File: src/sv/trirot_pkg.sv
// trirot_pkg: shared widths, item types and the CORDIC arctangent table
// for the triangle rotation pipeline. No dependencies.

package trirot_pkg;

    localparam int COORD_BITS        = 32;   // Q16.16 coordinates
    localparam int ANGLE_BITS        = 16;   // binary angle, one turn per 2^ANGLE_BITS
    localparam int CORDIC_STAGES_DEF = 16;

    localparam int XY_W    = 32;                // CORDIC x/y, Q2.30
    localparam int Z_W     = 32;                // residual angle, 2^32 per turn
    localparam int SUM_W   = COORD_BITS + 2;    // sum of three coordinates
    localparam int CEN_SH  = 32;                // reciprocal of three is Q0.32
    localparam int CPR_W   = SUM_W + CEN_SH;    // centroid product
    localparam int P_W     = COORD_BITS + 2;    // pivot (centroid may exceed range by one)
    localparam int D_W     = COORD_BITS + 2;    // vertex minus pivot
    localparam int RPR_W   = D_W + XY_W;        // rotation product
    localparam int FRAC_CS = 30;                // fraction bits of cos/sin

    // register stages outside the CORDIC cells: four in front, four behind
    localparam int PIPE_FIXED = 8;

    localparam logic signed [31:0]     RECIP3    = 32'sh5555_5556;
    localparam logic signed [XY_W-1:0] CORDIC_X0 = 32'sd652032874;

    typedef struct packed {
        logic signed [COORD_BITS-1:0] vert1_x;
        logic signed [COORD_BITS-1:0] vert1_y;
        logic signed [COORD_BITS-1:0] vert2_x;
        logic signed [COORD_BITS-1:0] vert2_y;
        logic signed [COORD_BITS-1:0] vert3_x;
        logic signed [COORD_BITS-1:0] vert3_y;
        logic        [ANGLE_BITS-1:0] turn_angle;
        logic                         use_pivot;
        logic signed [COORD_BITS-1:0] pivot_x;
        logic signed [COORD_BITS-1:0] pivot_y;
    } t_in;

    typedef struct packed {
        logic signed [COORD_BITS-1:0] out1_x;
        logic signed [COORD_BITS-1:0] out1_y;
        logic signed [COORD_BITS-1:0] out2_x;
        logic signed [COORD_BITS-1:0] out2_y;
        logic signed [COORD_BITS-1:0] out3_x;
        logic signed [COORD_BITS-1:0] out3_y;
    } t_out;

    typedef enum logic [1:0] {
        QUAD_0,
        QUAD_1,
        QUAD_2,
        QUAD_3
    } t_quad;

    typedef struct packed {
        logic signed [XY_W-1:0] x;
        logic signed [XY_W-1:0] y;
        logic signed [Z_W-1:0]  z;
    } t_cordic;

    // per-triangle data that rides along the CORDIC cells
    typedef struct packed {
        logic [2:0][D_W-1:0]    dx;
        logic [2:0][D_W-1:0]    dy;
        logic [COORD_BITS-1:0]  px;
        logic [COORD_BITS-1:0]  py;
        t_quad                  quad;
    } t_work;

    // atan(2^-i) in 2^32 units per turn
    function automatic logic [Z_W-1:0] atan_ang(input logic [4:0] idx);
        logic [Z_W-1:0] v;
        case (idx)
            5'd0:    v = 32'h2000_0000;
            5'd1:    v = 32'h12E4_051E;
            5'd2:    v = 32'h09FB_385B;
            5'd3:    v = 32'h0511_11D4;
            5'd4:    v = 32'h028B_0D43;
            5'd5:    v = 32'h0145_D7E1;
            5'd6:    v = 32'h00A2_F61E;
            5'd7:    v = 32'h0051_7C55;
            5'd8:    v = 32'h0028_BE53;
            5'd9:    v = 32'h0014_5F2F;
            5'd10:   v = 32'h000A_2F98;
            5'd11:   v = 32'h0005_17CC;
            5'd12:   v = 32'h0002_8BE6;
            5'd13:   v = 32'h0001_45F3;
            5'd14:   v = 32'h0000_A2FA;
            5'd15:   v = 32'h0000_517D;
            5'd16:   v = 32'h0000_28BE;
            5'd17:   v = 32'h0000_145F;
            5'd18:   v = 32'h0000_0A30;
            5'd19:   v = 32'h0000_0518;
            5'd20:   v = 32'h0000_028C;
            5'd21:   v = 32'h0000_0146;
            5'd22:   v = 32'h0000_00A3;
            5'd23:   v = 32'h0000_0051;
            default: v = '0;
        endcase
        return v;
    endfunction

endpackage

File: src/sv/trirot_cell.sv
// trirot_cell: one CORDIC micro-rotation with a fixed shift, registered,
// passing the triangle data to the next cell. Uses trirot_pkg.

module trirot_cell #(
    parameter int STAGE = 0
) (
    input  logic                i_clk,
    input  logic                i_rst_n,
    input  logic                i_valid,
    input  trirot_pkg::t_cordic i_cordic,
    input  trirot_pkg::t_work   i_work,
    output logic                o_valid,
    output trirot_pkg::t_cordic o_cordic,
    output trirot_pkg::t_work   o_work
);
    import trirot_pkg::*;

    localparam logic signed [Z_W-1:0] ATAN = atan_ang(5'(STAGE));

    logic                   r_valid;
    t_cordic                r_cordic;
    t_work                  r_work;
    t_cordic                n_cordic;
    logic signed [XY_W-1:0] xs, ys;

    // rotate toward zero residual angle
    always_comb begin
        xs = i_cordic.x >>> STAGE;
        ys = i_cordic.y >>> STAGE;
        if (!i_cordic.z[Z_W-1]) begin
            n_cordic.x = i_cordic.x - ys;
            n_cordic.y = i_cordic.y + xs;
            n_cordic.z = i_cordic.z - ATAN;
        end else begin
            n_cordic.x = i_cordic.x + ys;
            n_cordic.y = i_cordic.y - xs;
            n_cordic.z = i_cordic.z + ATAN;
        end
    end

    always_ff @(posedge i_clk) begin
        if (!i_rst_n) begin
            r_valid <= 1'b0;
        end else begin
            r_valid <= i_valid;
        end
    end

    always_ff @(posedge i_clk) begin
        r_cordic <= n_cordic;
        r_work   <= i_work;
    end

    assign o_valid  = r_valid;
    assign o_cordic = r_cordic;
    assign o_work   = r_work;

endmodule

File: config.mk
export PLATFORM = sky130hd
export DESIGN_NAME = trirot_cell
export DESIGN_NICKNAME = d
export VERILOG_FILES = /design/src/sv/trirot_pkg.sv /design/src/sv/trirot_cell.sv
export SDC_FILE = /design/constraint.sdc
export NUM_CORES = 1
export LEC_CHECK = 0
export CAP_MARGIN = 10
export CORE_AREA = 2 2 290 292
export CTS_CLUSTER_DIAMETER = 80
export DETAILED_ROUTE_END_ITERATION = 7
export DIE_AREA = 0 0 292 294
export DONT_BUFFER_PORTS = 1
export HOLD_SLACK_MARGIN = 0.08
export PLACE_DENSITY = 0.38
export SLEW_MARGIN = 20
export SYNTH_ARGS = -nofsm -noshare
export SYNTH_HDL_FRONTEND = slang
export SYNTH_SLANG_ARGS = --single-unit
File: constraint.sdc
create_clock -name i_clk -period 5.1 [get_ports i_clk]
set_input_delay 0.255 -clock i_clk [delete_from_list [all_inputs] [get_ports i_clk]]
set_output_delay 0.255 -clock i_clk [all_outputs]
set_load 0.05 [all_outputs]
==> summary.txt <==
Leak pwr: 7.82 nW
Initial core utilization: 0.156
Die width: 292 um
Io pins: 736
Rows: 106
Least-Margin Pin Slew: 1090 ps
Routed vias: 10,825
Post-layout util: 0.228
Busiest layer in global routing: met2
Final hold vios: 0
Min-Delay Path Class: primary input to flip-flop
Design Area, Final: 18,900 um^2
Largest net degree at the start of global routing: 75
Most frequent cells in the layout: 366 x dfxtp_1, 315 x dlygate4sd3_1, 101 x a21oi_1, 95 x inv_1, 94 x ha_1
Final wirelength: 98.1 mm
Rel. slew slack: 0.261
Nets: 1,988
Power density over cell area: 467 nW/um^2
Max Cap Violations: 0
Crit path arrival time: 4070 ps
Status: finished, final reports clean
Syn Area/Cell: 10.8 um^2
Met2 Use GR: 0.350
Most common cell after layout, fill and taps aside: dfxtp_1
GRT Residual Overflow: 0
Die area: 85,800 um^2
Max VDD drop: 218 uV
Initial antenna violation count: 56
Synth unique cells: 87
Minimum clock period: 3590 ps
Drt wl/cell: 36.9 um
Clock sinks: 366
Synth Flop Type: dfxtp_1
Setup Viol. Count Final: 0
M3 GR Usage: 0.152
Final period utilization: 0.704
Worst endpoint required time: 5580 ps
Post-Syn Nets: 1,665
Post-Syn Area: 12,900 um^2
GRT Total Usage: 0.220
Clk buf depth: 3
HPWL reported at the end of detailed placement: 82.3 mm
# DRC: 0
Final Max Tran Viols: 0
Clock-pin transition on the worst setup and hold timing paths: 60 ps
Dpl cell area: 14,100 um^2
Synth Register Bits: 366
Initial DRC Count: 654
Worst path slowest cell: dlygate4sd3_1
FMAX: 279 MHz
Startpoint Class: primary input
Vias/cell: 4.07
Syn Inst Count: 1,198
H-tree lvl count: 2
CP cell instances: dlygate4sd3_1 > fa_1 > nor2b_1 > o211a_1 > o2111ai_1 > nand2_1 > a21oi_2 > o311ai_1 > a21oi_1 > xnor2_1 > o21ai_1 > dlygate4sd3_1
First-pass GRT wire length: 123 mm
Drt first pass iters: 6
TNS Setup: 0 ps
CP endpoint kind: flip-flop
Synth-to-Final Area Change: 46.7%
Crit-path most repeated cell: dlygate4sd3_1
Unrepaired setup endpoints after global routing: no
Part of the Yosys area used for sequential elements: 0.568
YS warnings: 0
Vias in the first global route: 11,068
Number of synthesized flops with an enable pin: 0
Core area: 82,900 um^2
CTS root buf: clkbuf_16
Placer Congestion: 0.977
Postcts setup bufs: 0
CTS Buf Count: 47
Met1 usage: 0.244
Fraction of layout instances using a drive strength above 1: 0.0770
CP max FO: 5
IO buf count: 0
CTS tree: yes
Post-synth ARST share: 0
Die height: 294 um
Crit-path max cell delay: 660 ps
Critical path type: primary input to flip-flop
Placed cell count: 2,236
Post-Layout Cell Count: 2,662
Post-route antenna net violation count: 0
synth_stat cells (all sizes together) (6+ instances only):
cell type | n | area (um^2)
dfxtp | 366 | 7330
a21oi | 106 | 549
inv | 96 | 360
ha | 94 | 1180
nor2 | 74 | 278
o21ai | 63 | 349
nand2 | 55 | 206
xnor2 | 48 | 420
a21o | 29 | 218
buf | 28 | 153
o21bai | 17 | 128
clkbuf | 15 | 56.3
nor3 | 14 | 70.1
a31oi | 12 | 87.6
mux2i | 10 | 100
nand4 | 10 | 62.6
nand2b | 9 | 56.3
nand3 | 9 | 45.0
nor2b | 9 | 56.3
xor2 | 8 | 70.1
and2 | 7 | 46.3
o21a | 7 | 52.6
o31a | 7 | 61.3
and3 | 6 | 37.5
o22ai | 6 | 37.5
o31ai | 6 | 68.8
critical path: cells and delay by family:
kind,cells,cell delay [ps]
AOI/OAI and AO/OA,6,1510
xor gates and xnor gates,1,160
adders and majority gates,1,510
buffers and inverters,2,1230
and+or+nand+nor,2,390
path summary, 6_finish.rpt:
check	slack, ps	start	endpoint	depth (start not counted)
worst min-delay path	130	i_cordic[33]	o_cordic[33]	3
worst max-delay path	1510	i_cordic[33]	o_cordic[50]	12
state kept, by name, indices dropped and copies added, names as in the netlist:
signal	flops
o_cordic	95
o_work	270
o_valid	1
metrics by stage:
stage	hold slack [ps]	power, mW	setup slack (ps)
finish	128	8.85	1510
global route	140	9.15	1370
CTS	97.1	8.97	1580
detailed placement	283	5.12	1770
global placement	283	5.15	1770
floorplan	283	4.66	2540
repair_timing:
action                                 4_1_cts  5_1_grt
hold buffers                               316        0
endpoints found under the hold margin      350        0
resized for setup                            0        0
where the power goes:
part / internal [mW] / switching (mW) / leakage (nW)
Combinational: 0.444 / 0.610 / 3.93
Sequential: 3.11 / 1.16 / 3.09
Clock: 2.04 / 1.48 / 0.807
metal layers:
metal	vias up	wire, um
li1	4757	-
met5	-	177
met2	620	43900
met4	26	1740
met3	116	15100
met1	5306	37200
layout make-up:
type | instances | area [um^2]
Antenna cell | 23 | 57.6
Clock buffer | 59 | 1330
Clock inverter | 28 | 309
Fill cell | 8851 | 64000
Inverter | 97 | 364
Multi-Input combinational cell | 692 | 5010
Sequential cell | 366 | 7330
Tap cell | 1080 | 1350
Timing Repair Buffer | 317 | 3190
kinds of logic (layout without fill, tap and decap cells):
kind of cell | count (synthesis) | count (layout) | share of synthesized area
and+or+nand+nor | 218 | 218 | 0.0811
buffers and inverters | 140 | 501 | 0.0444
xor gates and xnor gates | 56 | 56 | 0.0380
DFF | 366 | 366 | 0.568
AOI/OAI and AO/OA | 310 | 310 | 0.164
muxes | 10 | 10 | 0.00776
other | 0 | 23 | 0
adders and majority gates | 98 | 98 | 0.0973
No activity file was read; power rests on OpenSTA's default activity.
