$ cat src/sv/trirot_pkg.sv
// trirot_pkg: shared widths, item types and the CORDIC arctangent table
// for the triangle rotation pipeline. No dependencies.

package trirot_pkg;

    localparam int COORD_BITS        = 32;   // Q16.16 coordinates
    localparam int ANGLE_BITS        = 16;   // binary angle, one turn per 2^ANGLE_BITS
    localparam int CORDIC_STAGES_DEF = 16;

    localparam int XY_W    = 32;                // CORDIC x/y, Q2.30
    localparam int Z_W     = 32;                // residual angle, 2^32 per turn
    localparam int SUM_W   = COORD_BITS + 2;    // sum of three coordinates
    localparam int CEN_SH  = 32;                // reciprocal of three is Q0.32
    localparam int CPR_W   = SUM_W + CEN_SH;    // centroid product
    localparam int P_W     = COORD_BITS + 2;    // pivot (centroid may exceed range by one)
    localparam int D_W     = COORD_BITS + 2;    // vertex minus pivot
    localparam int RPR_W   = D_W + XY_W;        // rotation product
    localparam int FRAC_CS = 30;                // fraction bits of cos/sin

    // register stages outside the CORDIC cells: four in front, four behind
    localparam int PIPE_FIXED = 8;

    localparam logic signed [31:0]     RECIP3    = 32'sh5555_5556;
    localparam logic signed [XY_W-1:0] CORDIC_X0 = 32'sd652032874;

    typedef struct packed {
        logic signed [COORD_BITS-1:0] vert1_x;
        logic signed [COORD_BITS-1:0] vert1_y;
        logic signed [COORD_BITS-1:0] vert2_x;
        logic signed [COORD_BITS-1:0] vert2_y;
        logic signed [COORD_BITS-1:0] vert3_x;
        logic signed [COORD_BITS-1:0] vert3_y;
        logic        [ANGLE_BITS-1:0] turn_angle;
        logic                         use_pivot;
        logic signed [COORD_BITS-1:0] pivot_x;
        logic signed [COORD_BITS-1:0] pivot_y;
    } t_in;

    typedef struct packed {
        logic signed [COORD_BITS-1:0] out1_x;
        logic signed [COORD_BITS-1:0] out1_y;
        logic signed [COORD_BITS-1:0] out2_x;
        logic signed [COORD_BITS-1:0] out2_y;
        logic signed [COORD_BITS-1:0] out3_x;
        logic signed [COORD_BITS-1:0] out3_y;
    } t_out;

    typedef enum logic [1:0] {
        QUAD_0,
        QUAD_1,
        QUAD_2,
        QUAD_3
    } t_quad;

    typedef struct packed {
        logic signed [XY_W-1:0] x;
        logic signed [XY_W-1:0] y;
        logic signed [Z_W-1:0]  z;
    } t_cordic;

    // per-triangle data that rides along the CORDIC cells
    typedef struct packed {
        logic [2:0][D_W-1:0]    dx;
        logic [2:0][D_W-1:0]    dy;
        logic [COORD_BITS-1:0]  px;
        logic [COORD_BITS-1:0]  py;
        t_quad                  quad;
    } t_work;

    // atan(2^-i) in 2^32 units per turn
    function automatic logic [Z_W-1:0] atan_ang(input logic [4:0] idx);
        logic [Z_W-1:0] v;
        case (idx)
            5'd0:    v = 32'h2000_0000;
            5'd1:    v = 32'h12E4_051E;
            5'd2:    v = 32'h09FB_385B;
            5'd3:    v = 32'h0511_11D4;
            5'd4:    v = 32'h028B_0D43;
            5'd5:    v = 32'h0145_D7E1;
            5'd6:    v = 32'h00A2_F61E;
            5'd7:    v = 32'h0051_7C55;
            5'd8:    v = 32'h0028_BE53;
            5'd9:    v = 32'h0014_5F2F;
            5'd10:   v = 32'h000A_2F98;
            5'd11:   v = 32'h0005_17CC;
            5'd12:   v = 32'h0002_8BE6;
            5'd13:   v = 32'h0001_45F3;
            5'd14:   v = 32'h0000_A2FA;
            5'd15:   v = 32'h0000_517D;
            5'd16:   v = 32'h0000_28BE;
            5'd17:   v = 32'h0000_145F;
            5'd18:   v = 32'h0000_0A30;
            5'd19:   v = 32'h0000_0518;
            5'd20:   v = 32'h0000_028C;
            5'd21:   v = 32'h0000_0146;
            5'd22:   v = 32'h0000_00A3;
            5'd23:   v = 32'h0000_0051;
            default: v = '0;
        endcase
        return v;
    endfunction

endpackage

$ cat src/sv/trirot_pivot.sv
// trirot_pivot: front end of the pipeline. Forms the pivot (given or
// centroid), the vertex offsets and the CORDIC start values. Uses trirot_pkg.

module trirot_pivot (
    input  logic                i_clk,
    input  logic                i_rst_n,
    input  logic                i_valid,
    input  trirot_pkg::t_in     i_item,
    output logic                o_valid,
    output trirot_pkg::t_work   o_work,
    output trirot_pkg::t_cordic o_cordic
);
    import trirot_pkg::*;

    // stage A: coordinate sums
    logic                    r_a_valid;
    t_in                     r_a_item;
    logic signed [SUM_W-1:0] r_a_sx, r_a_sy;
    logic signed [SUM_W-1:0] n_a_sx, n_a_sy;
    // stage B: sums times reciprocal of three
    logic                    r_b_valid;
    t_in                     r_b_item;
    logic signed [CPR_W-1:0] r_b_cx, r_b_cy;
    logic signed [CPR_W-1:0] n_b_cx, n_b_cy;
    // stage C: pivot
    logic                    r_c_valid;
    t_in                     r_c_item;
    logic signed [P_W-1:0]   r_c_px, r_c_py;
    logic signed [P_W-1:0]   n_c_px, n_c_py;
    logic signed [CPR_W-1:0] rnd_x, rnd_y;
    // stage D: offsets and CORDIC start
    logic                    r_d_valid;
    t_work                   r_d_work;
    t_cordic                 r_d_cordic;
    t_work                   n_d_work;
    t_cordic                 n_d_cordic;

    always_comb begin
        n_a_sx = SUM_W'(i_item.vert1_x) + SUM_W'(i_item.vert2_x) + SUM_W'(i_item.vert3_x);
        n_a_sy = SUM_W'(i_item.vert1_y) + SUM_W'(i_item.vert2_y) + SUM_W'(i_item.vert3_y);
        n_b_cx = CPR_W'(r_a_sx) * CPR_W'(RECIP3);
        n_b_cy = CPR_W'(r_a_sy) * CPR_W'(RECIP3);
    end

    // round to nearest, then pick given pivot or centroid
    always_comb begin
        rnd_x  = r_b_cx + (CPR_W'(1) << (CEN_SH - 1));
        rnd_y  = r_b_cy + (CPR_W'(1) << (CEN_SH - 1));
        n_c_px = r_b_item.use_pivot ? P_W'(r_b_item.pivot_x) : rnd_x[CEN_SH +: P_W];
        n_c_py = r_b_item.use_pivot ? P_W'(r_b_item.pivot_y) : rnd_y[CEN_SH +: P_W];
    end

    always_comb begin
        n_d_work.dx[0] = D_W'(r_c_item.vert1_x) - r_c_px;
        n_d_work.dy[0] = D_W'(r_c_item.vert1_y) - r_c_py;
        n_d_work.dx[1] = D_W'(r_c_item.vert2_x) - r_c_px;
        n_d_work.dy[1] = D_W'(r_c_item.vert2_y) - r_c_py;
        n_d_work.dx[2] = D_W'(r_c_item.vert3_x) - r_c_px;
        n_d_work.dy[2] = D_W'(r_c_item.vert3_y) - r_c_py;
        n_d_work.px    = r_c_px[COORD_BITS-1:0];
        n_d_work.py    = r_c_py[COORD_BITS-1:0];
        n_d_work.quad  = t_quad'(r_c_item.turn_angle[ANGLE_BITS-1 -: 2]);
        n_d_cordic.x   = CORDIC_X0;
        n_d_cordic.y   = '0;
        n_d_cordic.z   = {2'b00, r_c_item.turn_angle[ANGLE_BITS-3:0],
                          {(Z_W - ANGLE_BITS){1'b0}}};
    end

    always_ff @(posedge i_clk) begin
        if (!i_rst_n) begin
            r_a_valid <= 1'b0;
            r_b_valid <= 1'b0;
            r_c_valid <= 1'b0;
            r_d_valid <= 1'b0;
        end else begin
            r_a_valid <= i_valid;
            r_b_valid <= r_a_valid;
            r_c_valid <= r_b_valid;
            r_d_valid <= r_c_valid;
        end
    end

    always_ff @(posedge i_clk) begin
        r_a_item   <= i_item;
        r_a_sx     <= n_a_sx;
        r_a_sy     <= n_a_sy;
        r_b_item   <= r_a_item;
        r_b_cx     <= n_b_cx;
        r_b_cy     <= n_b_cy;
        r_c_item   <= r_b_item;
        r_c_px     <= n_c_px;
        r_c_py     <= n_c_py;
        r_d_work   <= n_d_work;
        r_d_cordic <= n_d_cordic;
    end

    assign o_valid  = r_d_valid;
    assign o_work   = r_d_work;
    assign o_cordic = r_d_cordic;

endmodule

$ cat config.mk
export PLATFORM = sky130hd
export DESIGN_NAME = trirot_pivot
export DESIGN_NICKNAME = d
export VERILOG_FILES = /design/src/sv/trirot_pkg.sv /design/src/sv/trirot_pivot.sv
export SDC_FILE = /design/constraint.sdc
export NUM_CORES = 2
export LEC_CHECK = 0
export BUFFER_PORTS_ARGS = -buffer_cell sky130_fd_sc_hd__buf_2
export CORE_ASPECT_RATIO = 0.9
export CORE_MARGIN = 1.5
export CORE_UTILIZATION = 30
export DETAILED_ROUTE_END_ITERATION = 7
export PLACE_DENSITY = 0.43
export SLEW_MARGIN = 0
export SYNTH_ARGS = -nofsm -noshare
export SYNTH_HDL_FRONTEND = slang
export SYNTH_SLANG_ARGS = --single-unit
$ cat constraint.sdc
create_clock -name i_clk -period 17.55 [get_ports i_clk]
set_clock_uncertainty 0.05 [all_clocks]
set_input_delay 3.51 -clock i_clk [delete_from_list [all_inputs] [get_ports i_clk]]
set_output_delay 3.51 -clock i_clk [all_outputs]
set_load 0.01 [all_outputs]
==> run summary <==
PortBufs -> 560
min-delay worst type -> flip-flop to flip-flop
nets -> 10100
maxcap violations -> 0
critical path's most frequent cell -> fa_1
status -> completed
CTS Buf Count -> 152
Syn Inst Count -> 7252
die width -> 542 um
register area share after synthesis -> 31.9%
routed len/inst -> 21.4 um
via count of the routed design -> 50500
global-route wire length before repair -> 360000 um
post-route ant nets -> 0
CTS H-Tree Depth -> 4
deepest clock path buffer count -> 4
vias per cell -> 4.40
area of the core -> 259000 um^2
grt ovf -> 0
Final Hold Viols -> 0
Post-CTS Hold Fix Bufs -> 0
DRT Pass-1 Iters -> 7
CTS tree -> done
vias in the first global route -> 53900
Filler Cell Count -> 26200
Die Y -> 488 um
DR iter-0 viols -> 2688
Setup CP Type -> flip-flop to flip-flop
unrepaired setup endpoints after global routing -> no
share of layout cells above drive strength 1 -> 11.1%
Rows -> 177
Final Setup Violations -> 0
Worst Path Required -> 18230 ps
Yosys cell types -> 98
CP max stage cell -> nor4b_2
mapped cell area -> 78300 um^2
Post-CTS Repair Setup Buffers -> 0
Worst-path clk slew -> 60 ps
reg2reg setup slack -> 9260 ps
crit share post-route -> 47.2%
register area -> 25000 um^2
synthesized area per cell -> 10.8 um^2
Worst slew margin -> 29.7%
initial antenna violation count -> 39
Post-DP HPWL -> 214000 um
setup_tns -> 0 ps
Yosys reg bits -> 1248
clk root buf -> clkbuf_16
Starting Density -> 30.2%
drt total wl -> 245000 um
Worst Tran Pin Value -> 1040 ps
EDFF count, synth -> 0
Post-synth ARST share -> 0%
overall global routing resource usage -> 18.7%
max incr delay on CP -> 730 ps
Critical Path Start Type -> flip-flop
minimum clock period -> 8290 ps
IO Pins -> 643
ys flop type -> dfxtp_1
Multi-input gate area -> 47000 um^2
DRC -> 0
Max Transition Viols Final -> 0
Sink Count -> 1248
Crit Path Max Fanout -> 6
FMAX -> 0.121 GHz
post-CTS resize count -> 0
largest net degree at the start of global routing -> 66
Final Wtd Congestion -> 0.924
Worst-Skew Late Latency -> 840 ps
WP data arrival -> 8970 ps
CP Capture Type -> flip-flop
Area growth, synth to finish -> 15.0%
die area -> 264000 um^2
synth warn -> 0
crit-path cells -> ha_1 > inv_1 > fa_1 > fa_1 > inv_1 > fa_1 > fa_1 > fa_1 > fa_1 > inv_1 > fa_1 > inv_1 > ha_1 > a21o_1 > a21o_1 > a21o_1 > nand2b_1 > nor4b_2 > o31a_4 > o31a_2 > a21boi_2 > a221o_2 > a21oi_2 > xnor2_1
[cell usage in the layout (no fill, tap or decap), drive strengths merged, types with 45 or more instances in the layout]
cell type     n
nor2        209
nand2       264
nand3        87
nand4        55
dfxtp      1248
a21oi       325
o21bai       49
nor2b        45
ha          939
buf         572
o21a         57
fa          991
clkbuf      185
xor2        194
inv        1580
xnor2       251
o21ai       221
conb         82
a21o        193
nand2b       49
[metrics by stage]
step / hold WS, ps / instance area (um^2) / std cells / utilization, % / worst slack, ps
detailed placement: 262 / 85000 / 11200 / 32.8 / 9300
floorplan: 260 / 78600 / 7332 / - / 9080
finish: 227 / 90100 / 11500 / 34.8 / 9260
global placement: 260 / 85000 / 11200 / 32.8 / 9340
CTS: 225 / 90100 / 11400 / 34.8 / 9280
global route: 234 / 90100 / 11500 / 34.8 / 9010
[registers in the layout, summed over array words and instances, names as in the netlist]
signal	cells
n_d_cordic	14
r_c_py	34
n_d_work	2
r_b_cy	35
r_b_cx	35
o_valid	1
r_a_sx	34
r_c_valid	1
r_c_px	34
r_a_valid	1
r_b_valid	1
o_cordic	14
r_b_item	273
o_work	270
r_a_sy	34
r_a_item	273
r_c_item	192
[worst paths after layout]
path,start,endpoint,cells after the start
hold / removal,r_b_item[265]$_DFF_P_,r_c_item[265]$_DFF_P_,0
setup reg to reg,r_a_sx[17]$_DFF_P_,r_b_cx[59]$_DFF_P_,24
hold reg to reg,r_b_item[265]$_DFF_P_,r_c_item[265]$_DFF_P_,0
setup / recovery,r_a_sx[17]$_DFF_P_,r_b_cx[59]$_DFF_P_,24
[cell type report]
cell class	instances	area share [%]
timing repair buffer	572	3.21
multi-input combinational	4397	52.2
inverter	1568	6.53
antenna	11	0.0305
clock buffer	185	4.56
tap	3401	4.72
sequential	1248	27.7
clock inverter	78	1.05
[cells in the mapped netlist, types with 11 or more instances]
cell type	instances	area share [%]
nand2_1	264	1.3
o21ai_1	11	0.070
o21bai_1	49	0.47
fa_1	991	25
and2_1	14	0.11
nor2_1	208	1.0
o31a_1	12	0.13
and4_1	12	0.13
ha_1	939	15
nand3_1	87	0.56
nor2b_1	44	0.35
and3_1	40	0.32
o21ai_0	204	1.3
nand4_1	54	0.43
nand2b_1	49	0.39
xnor2_1	251	2.8
or3_1	17	0.14
a21boi_0	13	0.12
clkbuf_1	34	0.16
a31oi_1	17	0.14
buf_4	82	0.79
a211o_1	11	0.12
nor4_1	12	0.096
a21o_1	193	1.8
nor3_1	39	0.25
dfxtp_1	1248	32
a211oi_1	30	0.29
o21a_1	57	0.55
o211ai_1	16	0.15
a21oi_1	320	2.0
inv_1	1568	7.5
xor2_1	194	2.2
[worst max-delay path, delay by kind of cell, from the launching register on]
| kind | cells | cell delay (ps) |
|---|---|---|
| adders and majority gates | 9 | 4350 |
| buffers and inverters | 4 | 350 |
| xor gates and xnor gates | 1 | 120 |
| and+or+nand+nor | 2 | 950 |
| DFF | 1 | 640 |
| AOI/OAI and AO/OA | 8 | 1680 |
[logic make-up after synthesis]
kind of cell    count (synthesis)  share of synthesized area [%]
mux                             6                         0.0831
other cells                     2                        0.00959
buf+inv                      1687                           8.48
flops                        1248                           31.9
xor+xnor                      445                           4.98
compound gates               1063                           8.85
simple gates                  871                           5.37
fa+ha+maj                    1930                           40.3
[layer usage]
| metal | vias up | routed length, um | GRT usage [%] |
|---|---|---|---|
| li1 | 24200 | - | - |
| met1 | 24800 | 116000 | 26.1 |
| met2 | 1077 | 111000 | 30.0 |
| met3 | 272 | 12700 | 3.37 |
| met4 | 28 | 4830 | 3.84 |
| met5 | - | 175 | 0 |
Power is left out: the tool's default activity adds up to more than one toggle a clock period on the data nets, which glitch-free logic cannot reach.
